### config.mk
export PLATFORM = sky130hd
export DESIGN_NAME = job_region_table_evict_select_core
export DESIGN_NICKNAME = d
export VERILOG_FILES = /design/src/design/jrt_pkg.sv /design/src/design/jrt_front.sv /design/src/design/jrt_cmd_fifo.sv /design/src/design/jrt_back.sv /design/src/design/job_region_table_evict_select_core.sv
export VERILOG_INCLUDE_DIRS = /design/src /design/src/design
export SDC_FILE = /design/constraint.sdc
export NUM_CORES = 1
export LEC_CHECK = 0
export ABC_AREA = 1
export BUFFER_PORTS_ARGS = -buffer_cell sky130_fd_sc_hd__buf_2
export CELL_PAD_IN_SITES_DETAIL_PLACEMENT = 1
export CELL_PAD_IN_SITES_GLOBAL_PLACEMENT = 1
export CORE_MARGIN = 2
export CORE_UTILIZATION = 47
export DETAILED_ROUTE_END_ITERATION = 6
export PLACE_DENSITY_LB_ADDON = 0.25
export SETUP_SLACK_MARGIN = 0.05
export SLEW_MARGIN = 20
export SYNTH_ARGS = -nofsm -noshare
export SYNTH_HDL_FRONTEND = slang
export SYNTH_HIERARCHICAL = 1
export SYNTH_SLANG_ARGS = --single-unit
### constraint.sdc
create_clock -name clock -period 4.6 [get_ports clock]
set_input_delay 0 -clock clock [delete_from_list [all_inputs] [get_ports clock]]
set_output_delay 0 -clock clock [all_outputs]
set_load 0.02 [all_outputs]
### src/design/assert_macros.svh
// assertion macros shared by the job region table rtl
`ifndef ASSERT_MACROS_SVH
`define ASSERT_MACROS_SVH

`ifndef SYNTH

// same-cycle implication
`define JRT_ASSERT_IMPL(lbl, clk, rst, ante, cons, msg) \
   lbl: assert property (@(posedge clk) disable iff (rst) (ante) |-> (cons)) \
      else $error(msg);

// next-cycle implication
`define JRT_ASSERT_NEXT(lbl, clk, rst, ante, cons, msg) \
   lbl: assert property (@(posedge clk) disable iff (rst) (ante) |=> (cons)) \
      else $error(msg);

`else

`define JRT_ASSERT_IMPL(lbl, clk, rst, ante, cons, msg)
`define JRT_ASSERT_NEXT(lbl, clk, rst, ante, cons, msg)

`endif

`endif

### src/design/jrt_pkg.sv
// shared types and constants of the job region table
`timescale 1ns / 1ps
`default_nettype none

package jrt_pkg;

   localparam int JRT_JOB_SLOTS   = 16;
   localparam int JRT_MEM_UNITS   = 1024;
   localparam int JRT_PRIO_LEVELS = 4;
   localparam int JRT_CMD_DEPTH   = 2;

   // saturation limits of stored size and priority
   localparam logic [10:0] SIZE_MAX = 11'(JRT_MEM_UNITS);
   localparam logic [1:0]  PRIO_MAX = 2'(JRT_PRIO_LEVELS - 1);

   typedef enum logic [1:0] {
      OP_REGISTER   = 2'd0,
      OP_UNREGISTER = 2'd1,
      OP_OWNER      = 2'd2,
      OP_EVICT      = 2'd3
   } op_type;

   typedef enum logic [2:0] {
      ST_IDLE,
      ST_UPDATE,
      ST_SCAN,
      ST_DRAIN,
      ST_REPLY
   } back_state_type;

   typedef struct packed {
      op_type      op;
      logic [3:0]  job_id;
      logic [9:0]  start_unit;
      logic [10:0] size_units;
      logic [1:0]  priority_req;
      logic [15:0] remaining_ticks;
      logic [9:0]  query_unit;
   } req_type;

   typedef struct packed {
      logic        found;
      logic [3:0]  found_job_id;
      logic [9:0]  found_start;
      logic [10:0] found_size;
      logic [1:0]  found_priority;
      logic [15:0] found_ticks;
   } rsp_type;

   // classified command handed from front to back
   typedef struct packed {
      op_type      op;
      logic        id_ok;
      logic [3:0]  job_id;
      logic [9:0]  start_unit;
      logic [10:0] size_units;
      logic [1:0]  priority_req;
      logic [15:0] remaining_ticks;
      logic [9:0]  query_unit;
      logic [10:0] req_end;
   } cmd_type;

   typedef struct packed {
      logic        full;
      logic        empty;
   } fifo_status_type;

   typedef struct packed {
      logic [9:0]  start;
      logic [10:0] size;
      logic [1:0]  prio;
      logic [15:0] ticks;
   } slot_type;

endpackage

`default_nettype wire

### src/design/jrt_front.sv
// front end: accepts items, saturates fields and queues commands
`timescale 1ns / 1ps
`default_nettype none

module jrt_front #(
   parameter int JOB_SLOTS = jrt_pkg::JRT_JOB_SLOTS
) (
   input  wire                      start,
   input  jrt_pkg::req_type         req_item,
   input  jrt_pkg::fifo_status_type fifo_status,
   output logic                     busy,
   output logic                     push,
   output jrt_pkg::cmd_type         push_cmd
);
   import jrt_pkg::*;

   // accept while the command queue has room
   assign busy = fifo_status.full;
   assign push = start & ~fifo_status.full;

   // classify and saturate the item
   always_comb begin
      push_cmd.op              = req_item.op;
      push_cmd.id_ok           = int'(req_item.job_id) < JOB_SLOTS;
      push_cmd.job_id          = req_item.job_id;
      push_cmd.start_unit      = req_item.start_unit;
      push_cmd.size_units      = (req_item.size_units > SIZE_MAX) ? SIZE_MAX
                                                                  : req_item.size_units;
      push_cmd.priority_req    = (req_item.priority_req > PRIO_MAX) ? PRIO_MAX
                                                                    : req_item.priority_req;
      push_cmd.remaining_ticks = req_item.remaining_ticks;
      push_cmd.query_unit      = req_item.query_unit;
      push_cmd.req_end         = {1'b0, req_item.start_unit} + push_cmd.size_units;
   end

endmodule

`default_nettype wire

### src/design/jrt_cmd_fifo.sv
// short command queue between front and back
`timescale 1ns / 1ps
`default_nettype none

module jrt_cmd_fifo (
   input  wire                      clock,
   input  wire                      reset,
   input  wire                      push,
   input  jrt_pkg::cmd_type         push_cmd,
   input  wire                      pop,
   output jrt_pkg::cmd_type         head_cmd,
   output jrt_pkg::fifo_status_type fifo_status
);
   import jrt_pkg::*;

   localparam int PTR_W = (JRT_CMD_DEPTH > 1) ? $clog2(JRT_CMD_DEPTH) : 1;
   localparam logic [PTR_W-1:0] LAST_PTR = PTR_W'(JRT_CMD_DEPTH - 1);
   localparam logic [PTR_W:0]   FULL_CNT = (PTR_W + 1)'(JRT_CMD_DEPTH);

   cmd_type          q_ff [JRT_CMD_DEPTH];
   logic [PTR_W-1:0] wr_ptr_ff, wr_ptr_in;
   logic [PTR_W-1:0] rd_ptr_ff, rd_ptr_in;
   logic [PTR_W:0]   count_ff, count_in;

   // pointer and fill count update
   always_comb begin
      wr_ptr_in = wr_ptr_ff;
      rd_ptr_in = rd_ptr_ff;
      count_in  = count_ff;
      if (push) begin
         wr_ptr_in = (wr_ptr_ff == LAST_PTR) ? '0 : wr_ptr_ff + PTR_W'(1);
      end
      if (pop) begin
         rd_ptr_in = (rd_ptr_ff == LAST_PTR) ? '0 : rd_ptr_ff + PTR_W'(1);
      end
      case ({push, pop})
         2'b10:   count_in = count_ff + (PTR_W + 1)'(1);
         2'b01:   count_in = count_ff - (PTR_W + 1)'(1);
         default: count_in = count_ff;
      endcase
   end

   always_ff @(posedge clock) begin
      if (reset) begin
         wr_ptr_ff <= '0;
         rd_ptr_ff <= '0;
         count_ff  <= '0;
      end else begin
         wr_ptr_ff <= wr_ptr_in;
         rd_ptr_ff <= rd_ptr_in;
         count_ff  <= count_in;
      end
   end

   // entry storage
   always_ff @(posedge clock) begin
      if (push) begin
         q_ff[wr_ptr_ff] <= push_cmd;
      end
   end

   assign head_cmd          = q_ff[rd_ptr_ff];
   assign fifo_status.full  = (count_ff == FULL_CNT);
   assign fifo_status.empty = (count_ff == '0);

endmodule

`default_nettype wire

### src/design/jrt_back.sv
// back end: slot table, update and one-slot-per-cycle search
`timescale 1ns / 1ps
`default_nettype none
`include "assert_macros.svh"

module jrt_back #(
   parameter int JOB_SLOTS = jrt_pkg::JRT_JOB_SLOTS
) (
   input  wire                      clock,
   input  wire                      reset,
   input  jrt_pkg::fifo_status_type fifo_status,
   input  jrt_pkg::cmd_type         head_cmd,
   output logic                     pop,
   output logic                     rsp_valid,
   output jrt_pkg::rsp_type         rsp_item
);
   import jrt_pkg::*;

   localparam int SLOT_W = $clog2(JOB_SLOTS);
   localparam int IDX_W  = (SLOT_W > 4) ? SLOT_W : 4;
   localparam logic [SLOT_W-1:0] LAST_SLOT = SLOT_W'(JOB_SLOTS - 1);

   back_state_type      state_ff, state_in;
   cmd_type             cur_ff, cur_in;
   logic [SLOT_W-1:0]   scan_idx_ff, scan_idx_in;
   logic [JOB_SLOTS-1:0] valid_ff, valid_in;
   slot_type            slot_mem [JOB_SLOTS];
   logic                mem_we;
   slot_type            wr_slot;
   logic [IDX_W-1:0]    id_ext;
   logic [SLOT_W-1:0]   wr_idx;

   slot_type            cand_slot_ff;
   logic                cand_valid_ff;
   logic [SLOT_W-1:0]   cand_idx_ff;
   logic                cand_live_ff, cand_live_in;

   logic                have_ff, have_in;
   logic [SLOT_W-1:0]   best_idx_ff, best_idx_in;
   slot_type            best_slot_ff, best_slot_in;
   logic [IDX_W-1:0]    best_ext;

   logic                rsp_valid_ff, rsp_valid_in;
   rsp_type             rsp_ff, rsp_in;

   logic [10:0]         cand_end;
   logic                owner_hit, adjacent, is_self, better, take;

   // slot index of the command
   assign id_ext = IDX_W'(cur_ff.job_id);
   assign wr_idx = id_ext[SLOT_W-1:0];

   assign wr_slot.start = cur_ff.start_unit;
   assign wr_slot.size  = cur_ff.size_units;
   assign wr_slot.prio  = cur_ff.priority_req;
   assign wr_slot.ticks = cur_ff.remaining_ticks;

   // candidate compare on the registered read
   always_comb begin
      cand_end  = {1'b0, cand_slot_ff.start} + cand_slot_ff.size;
      owner_hit = (cur_ff.query_unit >= cand_slot_ff.start) &&
                  ({1'b0, cur_ff.query_unit} < cand_end);
      adjacent  = (cand_end == {1'b0, cur_ff.start_unit}) ||
                  ({1'b0, cand_slot_ff.start} == cur_ff.req_end);
      is_self   = cur_ff.id_ok && (cand_idx_ff == wr_idx);
      better    = !have_ff || (cand_slot_ff.prio < best_slot_ff.prio) ||
                  ((cand_slot_ff.prio == best_slot_ff.prio) &&
                   (cand_slot_ff.ticks < best_slot_ff.ticks));
      take      = 1'b0;
      if (cand_live_ff && cand_valid_ff) begin
         if (cur_ff.op == OP_OWNER) begin
            take = owner_hit && !have_ff;
         end else begin
            take = adjacent && !is_self && better;
         end
      end
   end

   assign cand_live_in = (state_ff == ST_SCAN);
   assign best_ext     = IDX_W'(best_idx_ff);

   // sequencer next state and outputs
   always_comb begin
      state_in     = state_ff;
      cur_in       = cur_ff;
      scan_idx_in  = scan_idx_ff;
      valid_in     = valid_ff;
      have_in      = have_ff;
      best_idx_in  = best_idx_ff;
      best_slot_in = best_slot_ff;
      pop          = 1'b0;
      mem_we       = 1'b0;
      rsp_valid_in = 1'b0;
      rsp_in       = '0;

      if (take) begin
         have_in      = 1'b1;
         best_idx_in  = cand_idx_ff;
         best_slot_in = cand_slot_ff;
      end

      unique case (state_ff)
         ST_IDLE: begin
            if (!fifo_status.empty) begin
               pop         = 1'b1;
               cur_in      = head_cmd;
               scan_idx_in = '0;
               have_in     = 1'b0;
               case (head_cmd.op) inside
                  OP_OWNER, OP_EVICT: state_in = ST_SCAN;
                  default:            state_in = ST_UPDATE;
               endcase
            end
         end
         ST_UPDATE: begin
            if (cur_ff.id_ok) begin
               if (cur_ff.op == OP_REGISTER) begin
                  mem_we           = 1'b1;
                  valid_in[wr_idx] = 1'b1;
               end else begin
                  valid_in[wr_idx] = 1'b0;
               end
            end
            rsp_valid_in = 1'b1;
            state_in     = ST_IDLE;
         end
         ST_SCAN: begin
            if (scan_idx_ff == LAST_SLOT) begin
               state_in = ST_DRAIN;
            end else begin
               scan_idx_in = scan_idx_ff + SLOT_W'(1);
            end
         end
         ST_DRAIN: begin
            state_in = ST_REPLY;
         end
         ST_REPLY: begin
            rsp_valid_in = 1'b1;
            if (have_ff) begin
               rsp_in.found          = 1'b1;
               rsp_in.found_job_id   = best_ext[3:0];
               rsp_in.found_start    = best_slot_ff.start;
               rsp_in.found_size     = best_slot_ff.size;
               rsp_in.found_priority = best_slot_ff.prio;
               rsp_in.found_ticks    = best_slot_ff.ticks;
            end
            state_in = ST_IDLE;
         end
         default: begin
            state_in = ST_IDLE;
         end
      endcase
   end

   // control registers
   always_ff @(posedge clock) begin
      if (reset) begin
         state_ff     <= ST_IDLE;
         valid_ff     <= '0;
         have_ff      <= 1'b0;
         cand_live_ff <= 1'b0;
         rsp_valid_ff <= 1'b0;
      end else begin
         state_ff     <= state_in;
         valid_ff     <= valid_in;
         have_ff      <= have_in;
         cand_live_ff <= cand_live_in;
         rsp_valid_ff <= rsp_valid_in;
      end
   end

   // payload registers
   always_ff @(posedge clock) begin
      cur_ff        <= cur_in;
      scan_idx_ff   <= scan_idx_in;
      best_idx_ff   <= best_idx_in;
      best_slot_ff  <= best_slot_in;
      rsp_ff        <= rsp_in;
      cand_idx_ff   <= scan_idx_ff;
      cand_valid_ff <= valid_ff[scan_idx_ff];
   end

   // slot memory, one write and one registered read port
   always_ff @(posedge clock) begin
      if (mem_we) begin
         slot_mem[wr_idx] <= wr_slot;
      end
      cand_slot_ff <= slot_mem[scan_idx_ff];
   end

   assign rsp_valid = rsp_valid_ff;
   assign rsp_item  = rsp_ff;

   // checks
   `JRT_ASSERT_NEXT(a_single_strobe, clock, reset, rsp_valid_ff, !rsp_valid_ff, "result strobe longer than one cycle")
   `JRT_ASSERT_IMPL(a_best_is_valid, clock, reset, have_ff, valid_ff[best_idx_ff], "chosen slot is not valid")
   `JRT_ASSERT_NEXT(a_pop_starts_work, clock, reset, pop, (state_ff == ST_SCAN || state_ff == ST_UPDATE), "popped item not started")
   `JRT_ASSERT_IMPL(a_found_from_best, clock, reset, (rsp_valid_ff && rsp_ff.found), have_ff, "found without a chosen slot")

endmodule

`default_nettype wire

### src/design/job_region_table_evict_select_core.sv
// top level of the job region table with owner lookup and eviction search
`timescale 1ns / 1ps
`default_nettype none

// An item is taken on a clock edge with start high and busy low; a two-item command
// queue sits behind the port, so busy rises only when that queue is full. Register and
// unregister items pass through the update state of the back end. Owner lookup and
// eviction search walk the slot table one slot per clock through the registered read
// port of the slot memory, then pass through the drain and reply states. Every
// item gives exactly one result, in order: rsp_valid is high for one cycle with the
// result on rsp_item, and the receiver must take it then, as it cannot stall the block.
module job_region_table_evict_select_core #(
   parameter int JOB_SLOTS = jrt_pkg::JRT_JOB_SLOTS
) (
   input  wire               clock,
   input  wire               reset,
   input  wire               start,
   output logic              busy,
   input  jrt_pkg::req_type  req_item,
   output logic              rsp_valid,
   output jrt_pkg::rsp_type  rsp_item
);
   import jrt_pkg::*;

   fifo_status_type fifo_status;
   cmd_type         push_cmd;
   cmd_type         head_cmd;
   logic            push;
   logic            pop;

   // accept and classify
   jrt_front #(
      .JOB_SLOTS (JOB_SLOTS)
   ) u_front (
      .start       (start),
      .req_item    (req_item),
      .fifo_status (fifo_status),
      .busy        (busy),
      .push        (push),
      .push_cmd    (push_cmd)
   );

   // command queue
   jrt_cmd_fifo u_fifo (
      .clock       (clock),
      .reset       (reset),
      .push        (push),
      .push_cmd    (push_cmd),
      .pop         (pop),
      .head_cmd    (head_cmd),
      .fifo_status (fifo_status)
   );

   // table and search
   jrt_back #(
      .JOB_SLOTS (JOB_SLOTS)
   ) u_back (
      .clock       (clock),
      .reset       (reset),
      .fifo_status (fifo_status),
      .head_cmd    (head_cmd),
      .pop         (pop),
      .rsp_valid   (rsp_valid),
      .rsp_item    (rsp_item)
   );

endmodule

`default_nettype wire

==> impl_metrics.ini <==
[sta]
drv_slew = 0
rsz0062_at_grt = no
hold_violations = 0
min_period_over_period_pct = 86.5
skew_ps = 25.4
fmax_ghz = 0.251
finalCriticalPeriod_ps = 3980
finalSetupTns_ps = 0
tightest_slew_ps = 1150
slew-limit-headroom_pct = 23.0
setup_viol = 0

[clock_tree]
root_buffer = clkbuf_16
hold_buffers = 58
postCtsSetupBuffers = 0
cts-buffers-inserted = 101
cts_tree = built
ctsResizeCount = 0
clk_latency_ps = 670
clock_path_buffers = 3
cts.sink_count = 987
cts_max_level = 3
clkTransAtPathRegs_ps = 60

[layout]
synthToLayoutAreaGrowth_pct = 14.6
layout-drive-gt1-share_pct = 14.5
post_layout_nonfiller_instances = 4095
final_nets = 3055

[pwr]
p_sw_share_pct = 33.6
power_mw = 28.9
irDropWorstVdd_v = 0.000494
cellPowerDensity_mw_per_mm2 = 652
power_frac_comb_pct = 27.0
clock_power_share_pct = 29.6
p_int_mw = 19.2
leakagePower_nw = 15.8
switchingPower_mw = 9.73
sequentialPowerShare_pct = 43.5

[setup_path]
worstPathArrival_ps = 4330
path_cells = ha_1 > fa_1 > nand3_1 > nand2_2 > nand2_2 > nand2_2 > nand2_2 > nand2_1 > ha_1 > a21oi_1 > o21ai_0 > a21oi_1 > o21ai_0 > nand2_1 > nand2_1 > nand2_1 > nand3_1 > a21oi_1 > nand2_2 > inv_2 > buf_12
crit_path_max_fanout = 23
cpLargestDelayFamily = adder cells
crit_path_start_kind = register
crit_required_ps = 4950
cp-end-kind = register
cp_common_cell = nand2_2
cpMaxStageDelayCell = fa_1
critical_path.max_stage_delay_ps = 450
path_class = register to register
path_buf_inv = 2

[synth]
synth.yosys.seq_area_share_pct = 73.5
ys_types = 46
ys.warnings.count = 6
yosysTopAreaCell = edfxtp_1
async_flop_share_pct = 0
dominantRegCellSynth = edfxtp_1
synth_commonest_cells = 872 x edfxtp_1, 473 x nor2_1, 227 x nand2_1, 181 x o21ai_0, 156 x inv_1
synth_edf_count = 872
synth_area_per_cell_um2 = 13.8
synth_most_common_cell = edfxtp_1
synth_nets = 2924
ys_ff_latch = 987
syn_area_mm2 = 0.0388
synth_top_area_share_pct = 67.6
yosys-top-cells-area = edfxtp_1 68%, dfxtp_1 5.9%, nor2_1 4.6%
synth_cells = 2806

[placed_design]
dp_hpwl_um = 57500
portBuffers = 103
routabilityCongestion = 0.803
dp.cells = 3846

[route]
wl_met1_um = 40600
drtPass1Iterations = 5
vias = 23100
wire_per_inst_um = 24.2
via_per_inst = 5.65
ant_nets = 0
drtIter0Drc = 1539
met2WireLength_um = 51200
wl_um = 99200
maxUsedRoutingLayer = met4
wl_met3_um = 4090
drc = 0

[floorplan]
initial_core_util_pct = 47.3
die_h_um = 291
num_rows = 105
io_pins = 104
core-area_mm2 = 0.0818
die_w_um = 291
die_area_mm2 = 0.0848

[global_routing]
antenna_found_initial = 0
grt_remaining_overflow = 0
grt_max_degree = 167
track_usage_pct = 23.4
grt_pass1_wl_um = 150000
grt_pass1_vias = 24900

[hold_path]
hold_class = input pin to register

[run]
cap_violations = 0

[outcome]
outcome = completed
-- cells in the final DEF, fill, tap and decap left out, drive strengths merged, types with 2 or more instances in the layout --
| master | Yosys | routed |
|---|---|---|
| clkinv | 3 | 54 |
| xnor2 | 8 | 8 |
| clkinvlp | 0 | 2 |
| bufinv | 0 | 18 |
| o32ai | 94 | 94 |
| o211ai | 15 | 15 |
| clkbuf | 91 | 115 |
| nand3 | 104 | 104 |
| nor2 | 476 | 476 |
| nand4 | 8 | 8 |
| mux2i | 66 | 66 |
| a211oi | 2 | 2 |
| buf | 91 | 152 |
| nor4 | 4 | 4 |
| dfxtp | 115 | 115 |
| inv | 158 | 162 |
| o221ai | 66 | 66 |
| mux2 | 67 | 67 |
| nand2 | 238 | 238 |
| dlygate4sd3 | 0 | 58 |
| a21oi | 51 | 51 |
| nand3b | 6 | 6 |
| fa | 2 | 2 |
| ha | 58 | 58 |
| nor3 | 11 | 11 |
| a221oi | 2 | 2 |
| edfxtp | 872 | 872 |
| o21ai | 181 | 181 |
| xor2 | 10 | 10 |
-- stage by stage --
step | utilization [%] | hold slack, ps | worst slack [ps] | area, um2
after detailed placement | 49.3 | 192 | 649 | 40300
after global routing | 54.2 | 61.5 | 246 | 44400
after floorplan | - | 72.4 | 144 | 38800
after CTS | 54.2 | 36.4 | 579 | 44400
final | 54.2 | 66.2 | 622 | 44400
after global placement | 49.3 | 187 | 676 | 40300
-- per-layer routing --
layer,global-route usage [%],vias to the layer above
li1,-,10500
met1,28.8,11900
met2,41.7,588
met3,3.01,177
met4,9.11,0
met5,0,-
-- final cells by class --
type                    instances  area, um2
diodes                          1       2.50
clock buffers                 115       2650
clock inverters                75        847
fillers                      7927      37400
inverters                     161        611
multi-input cells            1476       8840
flip-flops and latches        987      28500
well taps                    1070       1340
repair buffers                210       1610
-- power groups by stage --
stage	clock network (mW)	logic [mW]	registers, mW
global placement	0	7.39	12.7
global route	9.06	8.55	12.7
detailed placement	0	7.72	12.8
floorplan	0	5.31	12.3
CTS	8.71	7.87	12.6
finish	8.56	7.80	12.6
-- cell families (layout without fill, tap and decap cells) --
kind of cell    after synthesis  count (layout)  synth area share, %
xor+xnor                     19              19                0.468
flops                       987             987                 73.5
compound gates              415             415                 7.17
fa+ha+maj                    60              60                 1.98
other cells                   1               2              0.00968
buf+inv                     343             561                 4.01
mux                         133             133                 3.94
simple gates                848             848                 8.91
-- final timing paths --
kind | end | from | slack [ps] | depth (start not counted)
worst max-delay path | u_back/best_slot_ff[13] | u_back/cand_slot_ff[29] | 620 | 21
worst min-delay path | u_fifo/q_ff[1][24] | req_item[13] | 70 | 2
worst max register to register | u_back/best_slot_ff[13] | u_back/cand_slot_ff[29] | 620 | 21
worst min register to register | u_back/cand_idx_ff[3] | u_back/scan_idx_ff[3] | 420 | 0
-- sequential cells by signal, summed over array words and instances, names as in the netlist, named ones only --
signal                count
u_back/best_ext           4
u_back/have_ff            1
u_back/id_ext             4
u_back/scan_idx_ff        4
u_back/state_ff           3
u_fifo/wr_ptr_ff          1
u_back/cand_valid_ff      1
u_back/cand_idx_ff        4
u_back/rsp_item          44
u_back/best_slot_ff      39
u_back/cand_slot_ff      39
u_back/rsp_valid          1
u_back/slot_mem         624
u_fifo/q_ff             134
u_fifo/count_ff           2
u_fifo/rd_ptr_ff          1
u_back/cur_ff            63
u_back/cand_live_ff       1
(Power assumes the default switching activity.)
